==> config.mk <==
export PLATFORM = sky130hd
export DESIGN_NAME = nmea_sentence_nibble_packer_unit
export DESIGN_NICKNAME = d
export VERILOG_FILES = /design/src/hw/rtl/nsp_pkg.sv /design/src/hw/rtl/nmea_sentence_nibble_packer_unit.sv
export SDC_FILE = /design/constraint.sdc
export NUM_CORES = 1
export LEC_CHECK = 0
export BUFFER_PORTS_ARGS = -buffer_cell sky130_fd_sc_hd__buf_4
export CAP_MARGIN = 20
export CELL_PAD_IN_SITES_DETAIL_PLACEMENT = 1
export CELL_PAD_IN_SITES_GLOBAL_PLACEMENT = 1
export CORE_MARGIN = 10
export CORE_UTILIZATION = 50
export DETAILED_ROUTE_END_ITERATION = 16
export PLACE_DENSITY_LB_ADDON = 0.25
export SETUP_SLACK_MARGIN = 0.5
export SLEW_MARGIN = 5
export SYNTH_ARGS = -nofsm -noshare
export SYNTH_HDL_FRONTEND = slang
export SYNTH_SLANG_ARGS = --single-unit
==> constraint.sdc <==
create_clock -name aclk -period 16.3 [get_ports aclk]
set_input_delay 0.815 -clock aclk [delete_from_list [all_inputs] [get_ports aclk]]
set_output_delay 0.815 -clock aclk [all_outputs]
set_load 0.01 [all_outputs]
==> src/hw/rtl/nsp_pkg.sv <==
// Shared types, constants and lookup functions for the NMEA sentence nibble packer.
`timescale 1ns / 1ps

package nsp_pkg;

    // Header length, field separator and the end-of-field nibble
    localparam logic [2:0] HDR_LEN   = 3'd7;
    localparam logic [7:0] CHAR_SEP  = 8'h2C;
    localparam logic [3:0] NIB_END   = 4'hF;

    // Known sentence types, in header priority order
    localparam logic [1:0] TYPE_RMC = 2'd0;
    localparam logic [1:0] TYPE_GGA = 2'd1;
    localparam logic [1:0] TYPE_GSA = 2'd2;
    localparam logic [1:0] TYPE_VTG = 2'd3;

    // Field kind maps: bit n set means field n is a digit (Q) field
    localparam logic [31:0] QMAP_RMC = 32'h0000_03D5;  // QBQBQBQQQQB
    localparam logic [31:0] QMAP_GGA = 32'h0000_05EB;  // QQBQBQQQQBQBBB
    localparam logic [31:0] QMAP_GSA = 32'h0001_FFFE;  // BQQQQQQQQQQQQQQQQ
    localparam logic [31:0] QMAP_VTG = 32'h0000_0055;  // QBQBQBQB

    // One queued result transfer
    typedef struct packed {
        logic       ovf;
        logic       unk;
        logic       fin;
        logic [5:0] idx;
        logic [7:0] data;
    } res_t;

    // Expected header character for a type at a header position
    function automatic logic [7:0] hdr_char(logic [1:0] stype, logic [2:0] pos);
        logic [7:0] ch;
        ch = 8'h00;
        unique case (pos)
            3'd0: ch = "$";
            3'd1: ch = "G";
            3'd2: ch = "P";
            3'd3: begin
                unique case (stype)
                    TYPE_RMC: ch = "R";
                    TYPE_GGA: ch = "G";
                    TYPE_GSA: ch = "G";
                    TYPE_VTG: ch = "V";
                    default:  ch = 8'h00;
                endcase
            end
            3'd4: begin
                unique case (stype)
                    TYPE_RMC: ch = "M";
                    TYPE_GGA: ch = "G";
                    TYPE_GSA: ch = "S";
                    TYPE_VTG: ch = "T";
                    default:  ch = 8'h00;
                endcase
            end
            3'd5: begin
                unique case (stype)
                    TYPE_RMC: ch = "C";
                    TYPE_GGA: ch = "A";
                    TYPE_GSA: ch = "A";
                    TYPE_VTG: ch = "G";
                    default:  ch = 8'h00;
                endcase
            end
            3'd6: ch = ",";
            default: ch = 8'h00;
        endcase
        return ch;
    endfunction

    // True when the field is a digit field for the type; fields past the map are B
    function automatic logic field_is_q(logic [1:0] stype, logic [4:0] field);
        logic [31:0] qmap;
        qmap = QMAP_RMC;
        unique case (stype)
            TYPE_RMC: qmap = QMAP_RMC;
            TYPE_GGA: qmap = QMAP_GGA;
            TYPE_GSA: qmap = QMAP_GSA;
            TYPE_VTG: qmap = QMAP_VTG;
            default:  qmap = QMAP_RMC;
        endcase
        return qmap[field];
    endfunction

endpackage

==> src/hw/rtl/nmea_sentence_nibble_packer_unit.sv <==
// Top level of the NMEA sentence nibble packer: header match, field packing, result queue.
`timescale 1ns / 1ps

// Usage
//   Slave channel s_*: one sentence character per transfer in s_tdata, s_tlast on the
//   final character. The next transfer after s_tlast starts a new sentence.
//   Master channel m_*: packed record bytes. m_tdata holds the byte and its index,
//   m_tlast marks the last result of a sentence, m_tuser flags an unknown header
//   and dropped nibbles past the RECORD_BYTES capacity.
// Output: a character's first result reaches m_* in the cycle after its transfer when the
//   queue is empty; results already queued ahead of it are sent first.
// Throughput: one character per cycle while s_tready is high. Packing is one combinational
//   pass from the sentence state registers into a three-entry result queue; a character
//   gives zero, one or two results, and each m_* transfer sends one result, so the rate
//   holds while the results average at most one per character.
// Stalls: s_tready stays high while the queue can take two more results after the
//   current output transfer, so a stalled m_* side holds s_* as the queue fills.
// Reset: aresetn (synchronous, active low) empties the queue and returns the
//   sentence state to the start of a sentence.
module nmea_sentence_nibble_packer_unit #(
    parameter int RECORD_BYTES = 56
) (
    input  logic        aclk,
    input  logic        aresetn,
    // character
    input  logic        s_tvalid,
    output logic        s_tready,
    input  logic [7:0]  s_tdata,   // [7:0] character
    input  logic        s_tlast,   // end_of_sentence
    // packed record bytes
    output logic        m_tvalid,
    input  logic        m_tready,
    output logic [15:0] m_tdata,   // [7:0] packed_byte, [13:8] byte_index, [15:14] zero
    output logic        m_tlast,   // final_result
    output logic [1:0]  m_tuser    // [0] unknown_type, [1] record_overflow
);

    localparam int NCW = $clog2(2 * RECORD_BYTES + 1);
    localparam logic [NCW-1:0] CAP = NCW'(2 * RECORD_BYTES);

    typedef struct packed {
        logic [NCW-1:0] count;
        logic [3:0]     pend;
        logic           ovf;
        logic           emit;
        logic [7:0]     data;
        logic [5:0]     idx;
    } push_t;

    // Push one nibble into the record (or flag overflow when full); emit a byte when it completes a pair
    function automatic push_t push_nib(push_t s, logic en, logic [3:0] nib);
        push_t r;
        r      = s;
        r.emit = 1'b0;
        r.data = '0;
        r.idx  = '0;
        if (en) begin
            if (s.count >= CAP) begin
                r.ovf = 1'b1;
            end else if (!s.count[0]) begin
                r.pend  = nib;
                r.count = s.count + 1'b1;
            end else begin
                r.emit  = 1'b1;
                r.data  = {nib, s.pend};
                r.idx   = 6'(s.count >> 1);
                r.pend  = 4'h0;
                r.count = s.count + 1'b1;
            end
        end
        return r;
    endfunction

    // Sentence state
    logic [2:0]     hpos_reg,   hpos_next;
    logic [3:0]     flags_reg,  flags_next;
    logic [1:0]     stype_reg,  stype_next;
    logic [4:0]     field_reg,  field_next;
    logic [NCW-1:0] ncount_reg, ncount_next;
    logic [3:0]     pend_reg,   pend_next;
    logic           ovf_reg,    ovf_next;

    // Result queue, entry 0 is on the master port
    nsp_pkg::res_t q_reg [3];
    nsp_pkg::res_t q_next [3];
    logic [1:0]    cnt_reg, cnt_next;

    logic          s_xfer, m_xfer;
    logic [3:0]    hdr_hit, flags_m;
    logic          in_hdr, is_q, known, unk_res, eos_known, part_res, stat_res;
    logic [1:0]    nib_cnt, stype_found, n_res, base;
    logic [3:0]    nib0, nib1;
    push_t         p0, p1, p2;
    nsp_pkg::res_t res0, res1, r_push, r_part, r_stat;

    assign m_xfer   = m_tvalid && m_tready;
    assign s_tready = (cnt_reg <= 2'd1) || ((cnt_reg == 2'd2) && m_tready);
    assign s_xfer   = s_tvalid && s_tready;

    // Compare the character against every header at the current position
    always_comb begin
        for (int t = 0; t < 4; t++) begin
            hdr_hit[t] = (nsp_pkg::hdr_char(2'(t), hpos_reg) == s_tdata);
        end
        flags_m = flags_reg & hdr_hit;
        priority if (flags_m[0]) stype_found = nsp_pkg::TYPE_RMC;
        else if (flags_m[1])     stype_found = nsp_pkg::TYPE_GGA;
        else if (flags_m[2])     stype_found = nsp_pkg::TYPE_GSA;
        else                     stype_found = nsp_pkg::TYPE_VTG;
    end

    assign in_hdr = (hpos_reg != nsp_pkg::HDR_LEN);
    assign is_q   = nsp_pkg::field_is_q(stype_reg, field_reg);

    // Decode the character into nibbles and the next header and field state
    always_comb begin
        hpos_next  = hpos_reg;
        flags_next = flags_reg;
        stype_next = stype_reg;
        field_next = field_reg;
        known      = 1'b0;
        unk_res    = 1'b0;
        nib_cnt    = 2'd0;
        nib0       = 4'h0;
        nib1       = 4'h0;
        if (in_hdr) begin
            hpos_next  = hpos_reg + 3'd1;
            flags_next = flags_m;
            if ((hpos_next == nsp_pkg::HDR_LEN) && (flags_m != 4'h0)) begin
                stype_next = stype_found;
                nib_cnt    = 2'd1;
                nib0       = {2'b00, stype_found};
                known      = 1'b1;
            end else if ((hpos_next == nsp_pkg::HDR_LEN) || s_tlast) begin
                hpos_next  = nsp_pkg::HDR_LEN;
                flags_next = 4'h0;
                unk_res    = 1'b1;
            end
        end else if (flags_reg != 4'h0) begin
            known = 1'b1;
            if (s_tdata == nsp_pkg::CHAR_SEP) begin
                nib_cnt = is_q ? 2'd1 : 2'd2;
                nib0    = nsp_pkg::NIB_END;
                nib1    = nsp_pkg::NIB_END;
                if (field_reg != 5'd31) begin
                    field_next = field_reg + 5'd1;
                end
            end else if (is_q) begin
                // digits and (char - 0x20) mod 16 both reduce to the low nibble
                nib_cnt = 2'd1;
                nib0    = s_tdata[3:0];
            end else begin
                nib_cnt = 2'd2;
                nib0    = s_tdata[3:0];
                nib1    = s_tdata[7:4];
            end
        end
    end

    // Pack the nibbles and collect this character's results
    always_comb begin
        p0       = '0;
        p0.count = ncount_reg;
        p0.pend  = pend_reg;
        p0.ovf   = ovf_reg;
        p1       = push_nib(p0, nib_cnt != 2'd0, nib0);
        p2       = push_nib(p1, nib_cnt == 2'd2, nib1);

        eos_known = s_tlast && known;

        r_push      = '0;
        r_push.ovf  = p2.ovf;
        r_push.data = p1.emit ? p1.data : p2.data;
        r_push.idx  = p1.emit ? p1.idx  : p2.idx;

        part_res    = eos_known && p2.count[0];
        r_part      = '0;
        r_part.ovf  = p2.ovf;
        r_part.fin  = 1'b1;
        r_part.data = {4'h0, p2.pend};
        r_part.idx  = 6'(p2.count >> 1);

        stat_res    = eos_known && !(p1.emit || p2.emit) && !part_res;
        r_stat      = '0;
        r_stat.ovf  = p2.ovf;
        r_stat.fin  = 1'b1;

        res0  = '0;
        res1  = r_part;
        n_res = 2'd0;
        if (unk_res) begin
            res0.unk = 1'b1;
            res0.fin = 1'b1;
            n_res    = 2'd1;
        end else if (p1.emit || p2.emit) begin
            res0     = r_push;
            res0.fin = s_tlast && !part_res;
            n_res    = part_res ? 2'd2 : 2'd1;
        end else if (part_res) begin
            res0  = r_part;
            n_res = 2'd1;
        end else if (stat_res) begin
            res0  = r_stat;
            n_res = 2'd1;
        end
    end

    // Drop the sent entry and append the new results behind the rest
    always_comb begin
        base = m_xfer ? (cnt_reg - 2'd1) : cnt_reg;
        if (m_xfer) begin
            q_next[0] = q_reg[1];
            q_next[1] = q_reg[2];
            q_next[2] = q_reg[2];
        end else begin
            q_next[0] = q_reg[0];
            q_next[1] = q_reg[1];
            q_next[2] = q_reg[2];
        end
        cnt_next = base;
        if (s_xfer) begin
            for (int i = 0; i < 3; i++) begin
                if ((n_res != 2'd0) && (base == 2'(i))) begin
                    q_next[i] = res0;
                end
                if ((n_res == 2'd2) && ((base + 2'd1) == 2'(i))) begin
                    q_next[i] = res1;
                end
            end
            cnt_next = base + n_res;
        end
    end

    // Update sentence state and queue fill; clear the sentence after its last character
    always_ff @(posedge aclk) begin
        if (!aresetn) begin
            hpos_reg   <= 3'd0;
            flags_reg  <= 4'hF;
            stype_reg  <= nsp_pkg::TYPE_RMC;
            field_reg  <= 5'd0;
            ncount_reg <= '0;
            pend_reg   <= 4'h0;
            ovf_reg    <= 1'b0;
            cnt_reg    <= 2'd0;
        end else begin
            cnt_reg <= cnt_next;
            if (s_xfer) begin
                if (s_tlast) begin
                    hpos_reg   <= 3'd0;
                    flags_reg  <= 4'hF;
                    stype_reg  <= nsp_pkg::TYPE_RMC;
                    field_reg  <= 5'd0;
                    ncount_reg <= '0;
                    pend_reg   <= 4'h0;
                    ovf_reg    <= 1'b0;
                end else begin
                    hpos_reg   <= hpos_next;
                    flags_reg  <= flags_next;
                    stype_reg  <= stype_next;
                    field_reg  <= field_next;
                    ncount_reg <= p2.count;
                    pend_reg   <= p2.pend;
                    ovf_reg    <= p2.ovf;
                end
            end
        end
    end

    // Hold queue payload
    always_ff @(posedge aclk) begin
        for (int i = 0; i < 3; i++) begin
            q_reg[i] <= q_next[i];
        end
    end

    // Drive the master port from the queue head
    assign m_tvalid = (cnt_reg != 2'd0);
    assign m_tdata  = {2'b00, q_reg[0].idx, q_reg[0].data};
    assign m_tlast  = q_reg[0].fin;
    assign m_tuser  = {q_reg[0].ovf, q_reg[0].unk};

`ifndef SYNTH
    // An unknown-type result always closes its sentence and never reports overflow
    a_unk_closes: assert property (@(posedge aclk) disable iff (!aresetn)
        (m_tvalid && m_tuser[0]) |-> (m_tlast && !m_tuser[1]))
        else $error("unknown-type result without tlast or with overflow");

    // No nibble is counted while the header is still being matched
    a_hdr_empty: assert property (@(posedge aclk) disable iff (!aresetn)
        (hpos_reg != nsp_pkg::HDR_LEN) |-> (ncount_reg == '0))
        else $error("nibbles counted during header");

    // The pending half byte is clear whenever the nibble count is even
    a_pend_even: assert property (@(posedge aclk) disable iff (!aresetn)
        !ncount_reg[0] |-> (pend_reg == 4'h0))
        else $error("stale pending nibble");

    // The last character of a sentence returns the state to sentence start
    a_eos_clear: assert property (@(posedge aclk) disable iff (!aresetn)
        (s_tvalid && s_tready && s_tlast) |=> ((hpos_reg == 3'd0) && (ncount_reg == '0)
            && (flags_reg == 4'hF) && !ovf_reg))
        else $error("sentence state not cleared after tlast");
`endif

endmodule
[Word-level counts from Yosys, hierarchy flattened]
Memory sizes are Yosys's and may differ from the RTL's.
Cells that the tools add are included.
Cells by class
  $add $sub $neg: 7
  order comparisons: 4
  eq/ne operators: 25
  multiplexer cells: 82
  bitwise logic cells: 1
  reduce and logical (&&, ||, !) cells: 40
Operator list (count)
  17-bit two-way mux: 9
  32-bit one-hot mux with 4 select lines: 1
  51-bit two-way mux: 2
  7-bit one-hot mux with 6 select lines: 2
  15-bit two-way mux: 4
  4-bit two-way mux: 14
  27-bit two-way mux: 2
  7-bit one-hot mux with 7 select lines: 1
  7-bit one-hot mux with 5 select lines: 1
  8-bit == test: 4
  2-bit two-way mux: 15
  5-bit two-way mux: 5
  11-bit two-way mux: 2
  2-bit nonzero test: 8
  1-bit logical AND: 15
  1-bit two-way mux: 15
  7-bit by 1-bit adder with 7-bit output, second input constant: 2
  2-bit == test, second input constant: 7
  7-bit >= comparator, second input constant: 2
  14-bit two-way mux: 1
  3-bit == test, second input constant: 4
  3-bit two-way mux: 4
  8-bit by 6-bit == test with 1-bit output, second input constant: 1
  8-bit two-way mux: 1
  27 further kinds: 37
Storage, ports and cells
  bits in registers: 28
  memory bits (writable): 51
  input port bits: 13
  output and inout port bits: 21
  logic and storage cells: 168
  memories: 1
Memories
  q_reg: depth 3, bits a word 17, read ports 3, clocked after Yosys merged registers in 0, wr ports 3, line nmea_sentence_nibble_packer_unit.sv:84  | nsp_pkg::res_t q_reg [3];

[Longest topological paths before layout]
  depth in word-level cells: 29
  gate-level depth with buffers: 26

[Least setup slack after synthesis]
Ideal clock, no wire load.
  path type: flip-flop to flip-flop
  start point: register, netlist name hpos_reg[0]
  end point: memory q_reg[0][34] (netlist bit) (enable)
  data arrival time: 5585 ps
  path slack: 10324 ps
  cell stages (with the launch flop): 24
  path through: dfxtp_1 inv_1 ha_1 buf_2 mux2_4 or4_4 a211oi_1 and4b_1 buf_4 or2_2 o211ai_1 a22oi_1 and3_1 buf_2 inv_1 ha_1 nand2_1 mux2_2 a211o_1 and2_1 nor3_1 clkbuf_1 a31oi_1 nor2_1
RTL lines (line)
  end, declared: nmea_sentence_nibble_packer_unit.sv:84

==> impl_metrics.toml <==
[status]
status = "finished, final reports clean"

[floorplan]
rows = 40
die_h_um = 131
die_area_mm2 = 0.0171
initial_utilization_pct = 51.0
ios = 34
chipWidth_um = 131
coreArea_mm2 = 0.0120

[sta]
worst_slew_pin_slew_ps = 1080
clock_skew_ps = 9.26
rsz0062_at_grt = "false"
final.min_clock_period_ps = 6690
finalCritPeriodShare_pct = 41.0
setup_tns_ps = 0
whs_ps = 488
hold_viol = 0
layout_setup_ws_ps = 9610
drv_slew = 0
max-slew-margin-rel_pct = 27.5
setup_viol = 0
fmax_ghz = 0.150

[synthesis]
syn_avg_cell_area_um2 = 7.92
synth_largest_area_cell = "dfxtp_1"
yosysUniqueCellTypes = 74
synth_flop_cell = "dfxtp_1"
synth_warnings = 0
ys_top_cells_by_count = "nand2_1 (101), dfxtp_1 (62), nor2_1 (62)"
synth_area_mm2 = 0.00612
ys_seq_elements = 79
synth_cells = 773
ys_seq_area_share_pct = 28.6
synth.most_common_cell = "nand2_1"
synth_edf_count = 17
yosys-top-cells-area = "dfxtp_1 (20%), edfxtp_1 (8.3%), nand2_1 (6.2%), mux2i_1 (5.1%), ha_1 (4.7%)"
synthDominantCellAreaShare_pct = 20.3
synth-async-reset-ratio_pct = 0

[power_and_ir_drop]
internal_power_uw = 511
ir_worst_vdd_mv = 0.155
pwr-share-comb_pct = 40.3
switching_share_pct = 38.7
p_leak_nw = 2.48
p_switching_uw = 322
p_clk_share_pct = 25.2
seqPwrFrac_pct = 34.5
power_density_mw_per_mm2 = 126

[grt]
grt_usage_pct = 26.7
grt_max_degree = 39
antenna_found_initial = 0
grt_pass1_vias = 6506
grt_pass1_wl_mm = 35.6
grt-ovfl-total = 0

[setup_path]
path_class = "register to register"
cp_max_fo = 20
cp.arrival_ps = 6710
startpoint_type = "register"
crit_required_ps = 16320
slowest_stage = "dfxtp_1"
cp-end-kind = "register"
path_cells = "inv_1, ha_1, or3_1, nand3_1, a22oi_1, nor4_1, o21ba_2, o211ai_1, a22oi_1, and3_1, inv_1, ha_1, nand2_1, mux2_2, a211o_1, and2_1, nor3_1, buf_4, a31oi_1, nor2_1, buf_4"
cp_slowest_stage_delay_ps = 700

[routing]
viasPerCell = 6.90
wl_per_cell_um = 24.5
vias = 6329
wl_mm = 22.5
drtAntennaViolNets = 0
drtIter0Drc = 657
first_pass_iters = 5
drc_errors = 0

[cts]
post_cts_resized = 0
cts_root_buffer = "clkbuf_16"
cts_buffer_depth = 2
path_clk_slew_ps = 60
htreeDepth = 3
cts_made_buffers = 9
clock_latency_ps = 350
postCtsHoldBufs = 0
post_cts_buffers = 0
cts.sinks = 79
cts_tree = "built"

[placed_design]
dp_hpwl_mm = 16.4
post-place-ws_ps = 9890
gp_congestion = 0.950
port_buffers = 31

[cells_and_area]
largest_register_ffs = 51
utilization_pct = 55.0
layout.nets = 801
drive_gt1_share_pct = 10.1
antenna_cells = 0
area_growth_pct = 7.85
n_fill_cell = 1486

[hold_path]
hold_class = "register to register"

[run]
drv_cap = 0
metal layers:
metal	vias up	part of all wire (%)	routed length, um	global-route usage (%)
met1	3146	43	9630	34.7
met3	51	8.4	1890	6.49
met4	0	3.2	726	11.3
met2	296	45	10200	41.2
met5	-	0	0	0
li1	2836	-	-	-
worst paths after layout:
check                            from                        to  slack [ps]  cells past startpoint
max          hpos_reg[2]$_SDFFE_PN0P_    q_reg[0][36]$_DFFE_PP_        9610                     21
min          pend_reg[0]$_SDFFE_PN0P_  pend_reg[0]$_SDFFE_PN0P_         490                      2
max reg2reg  hpos_reg[2]$_SDFFE_PN0P_    q_reg[0][36]$_DFFE_PP_        9610                     21
min reg2reg  pend_reg[0]$_SDFFE_PN0P_  pend_reg[0]$_SDFFE_PN0P_         490                      2
cell type report:
cell class	count	area (um2)	share of cell area, %
Sequential cell	79	1750	26.5
Tap cell	147	184	2.79
Clock inverter	6	67.6	1.02
Timing Repair Buffer	40	304	4.60
Multi-Input combinational cell	608	3970	60.1
Inverter	27	101	1.53
Clock buffer	10	229	3.47
critical path, delay by kind of cell (launching register included):
family / cells / cell delay [ps]
compound gates: 6 / 1430
fa+ha+maj: 2 / 750
buf+inv: 4 / 910
flops: 1 / 700
mux: 1 / 280
simple gates: 8 / 2280
power groups by stage:
stage / logic [mW] / registers [mW] / clock network, mW
after global placement: 0.314 / 0.286 / 0
after CTS: 0.333 / 0.286 / 0.210
after detailed placement: 0.329 / 0.290 / 0
after floorplan: 0.248 / 0.278 / 0
final: 0.335 / 0.288 / 0.210
after global routing: 0.371 / 0.292 / 0.217
layout by cell type, fill, tap and decap left out, types with 15 or more instances in the layout:
cell      instances
o21ai_0          30
inv_1            26
edfxtp_1         17
and2_1           16
nand3_1          21
nand2b_1         15
dfxtp_1          62
and3_1           15
nor2_1           62
a21oi_1          35
mux2i_1          31
nand2_1         101
nor3_1           17
buf_4            39
ha_1             23
o22ai_1          22
cell families after synthesis:
| logic type | count (synthesis) | share of synthesized area [%] |
|---|---|---|
| muxes | 36 | 6.09 |
| buffers and inverters | 87 | 6.80 |
| DFF | 79 | 28.6 |
| adders and majority gates | 23 | 4.70 |
| AOI/OAI and AO/OA | 234 | 27.6 |
| other | 1 | 0.0612 |
| xor gates and xnor gates | 17 | 2.43 |
| and+or+nand+nor | 296 | 23.7 |
per-stage QoR:
| stage | instance area (um2) | std cells | total power, mW |
|---|---|---|---|
| 2_1_floorplan | 6130 | 774 | 0.526 |
| 3_3_place_gp | 6300 | 900 | 0.600 |
| 3_5_place_dp | 6300 | 900 | 0.619 |
| 4_1_cts | 6590 | 916 | 0.829 |
| 5_1_grt | 6600 | 917 | 0.879 |
| 6_report | 6600 | 917 | 0.833 |
(Power assumes the default switching activity.)
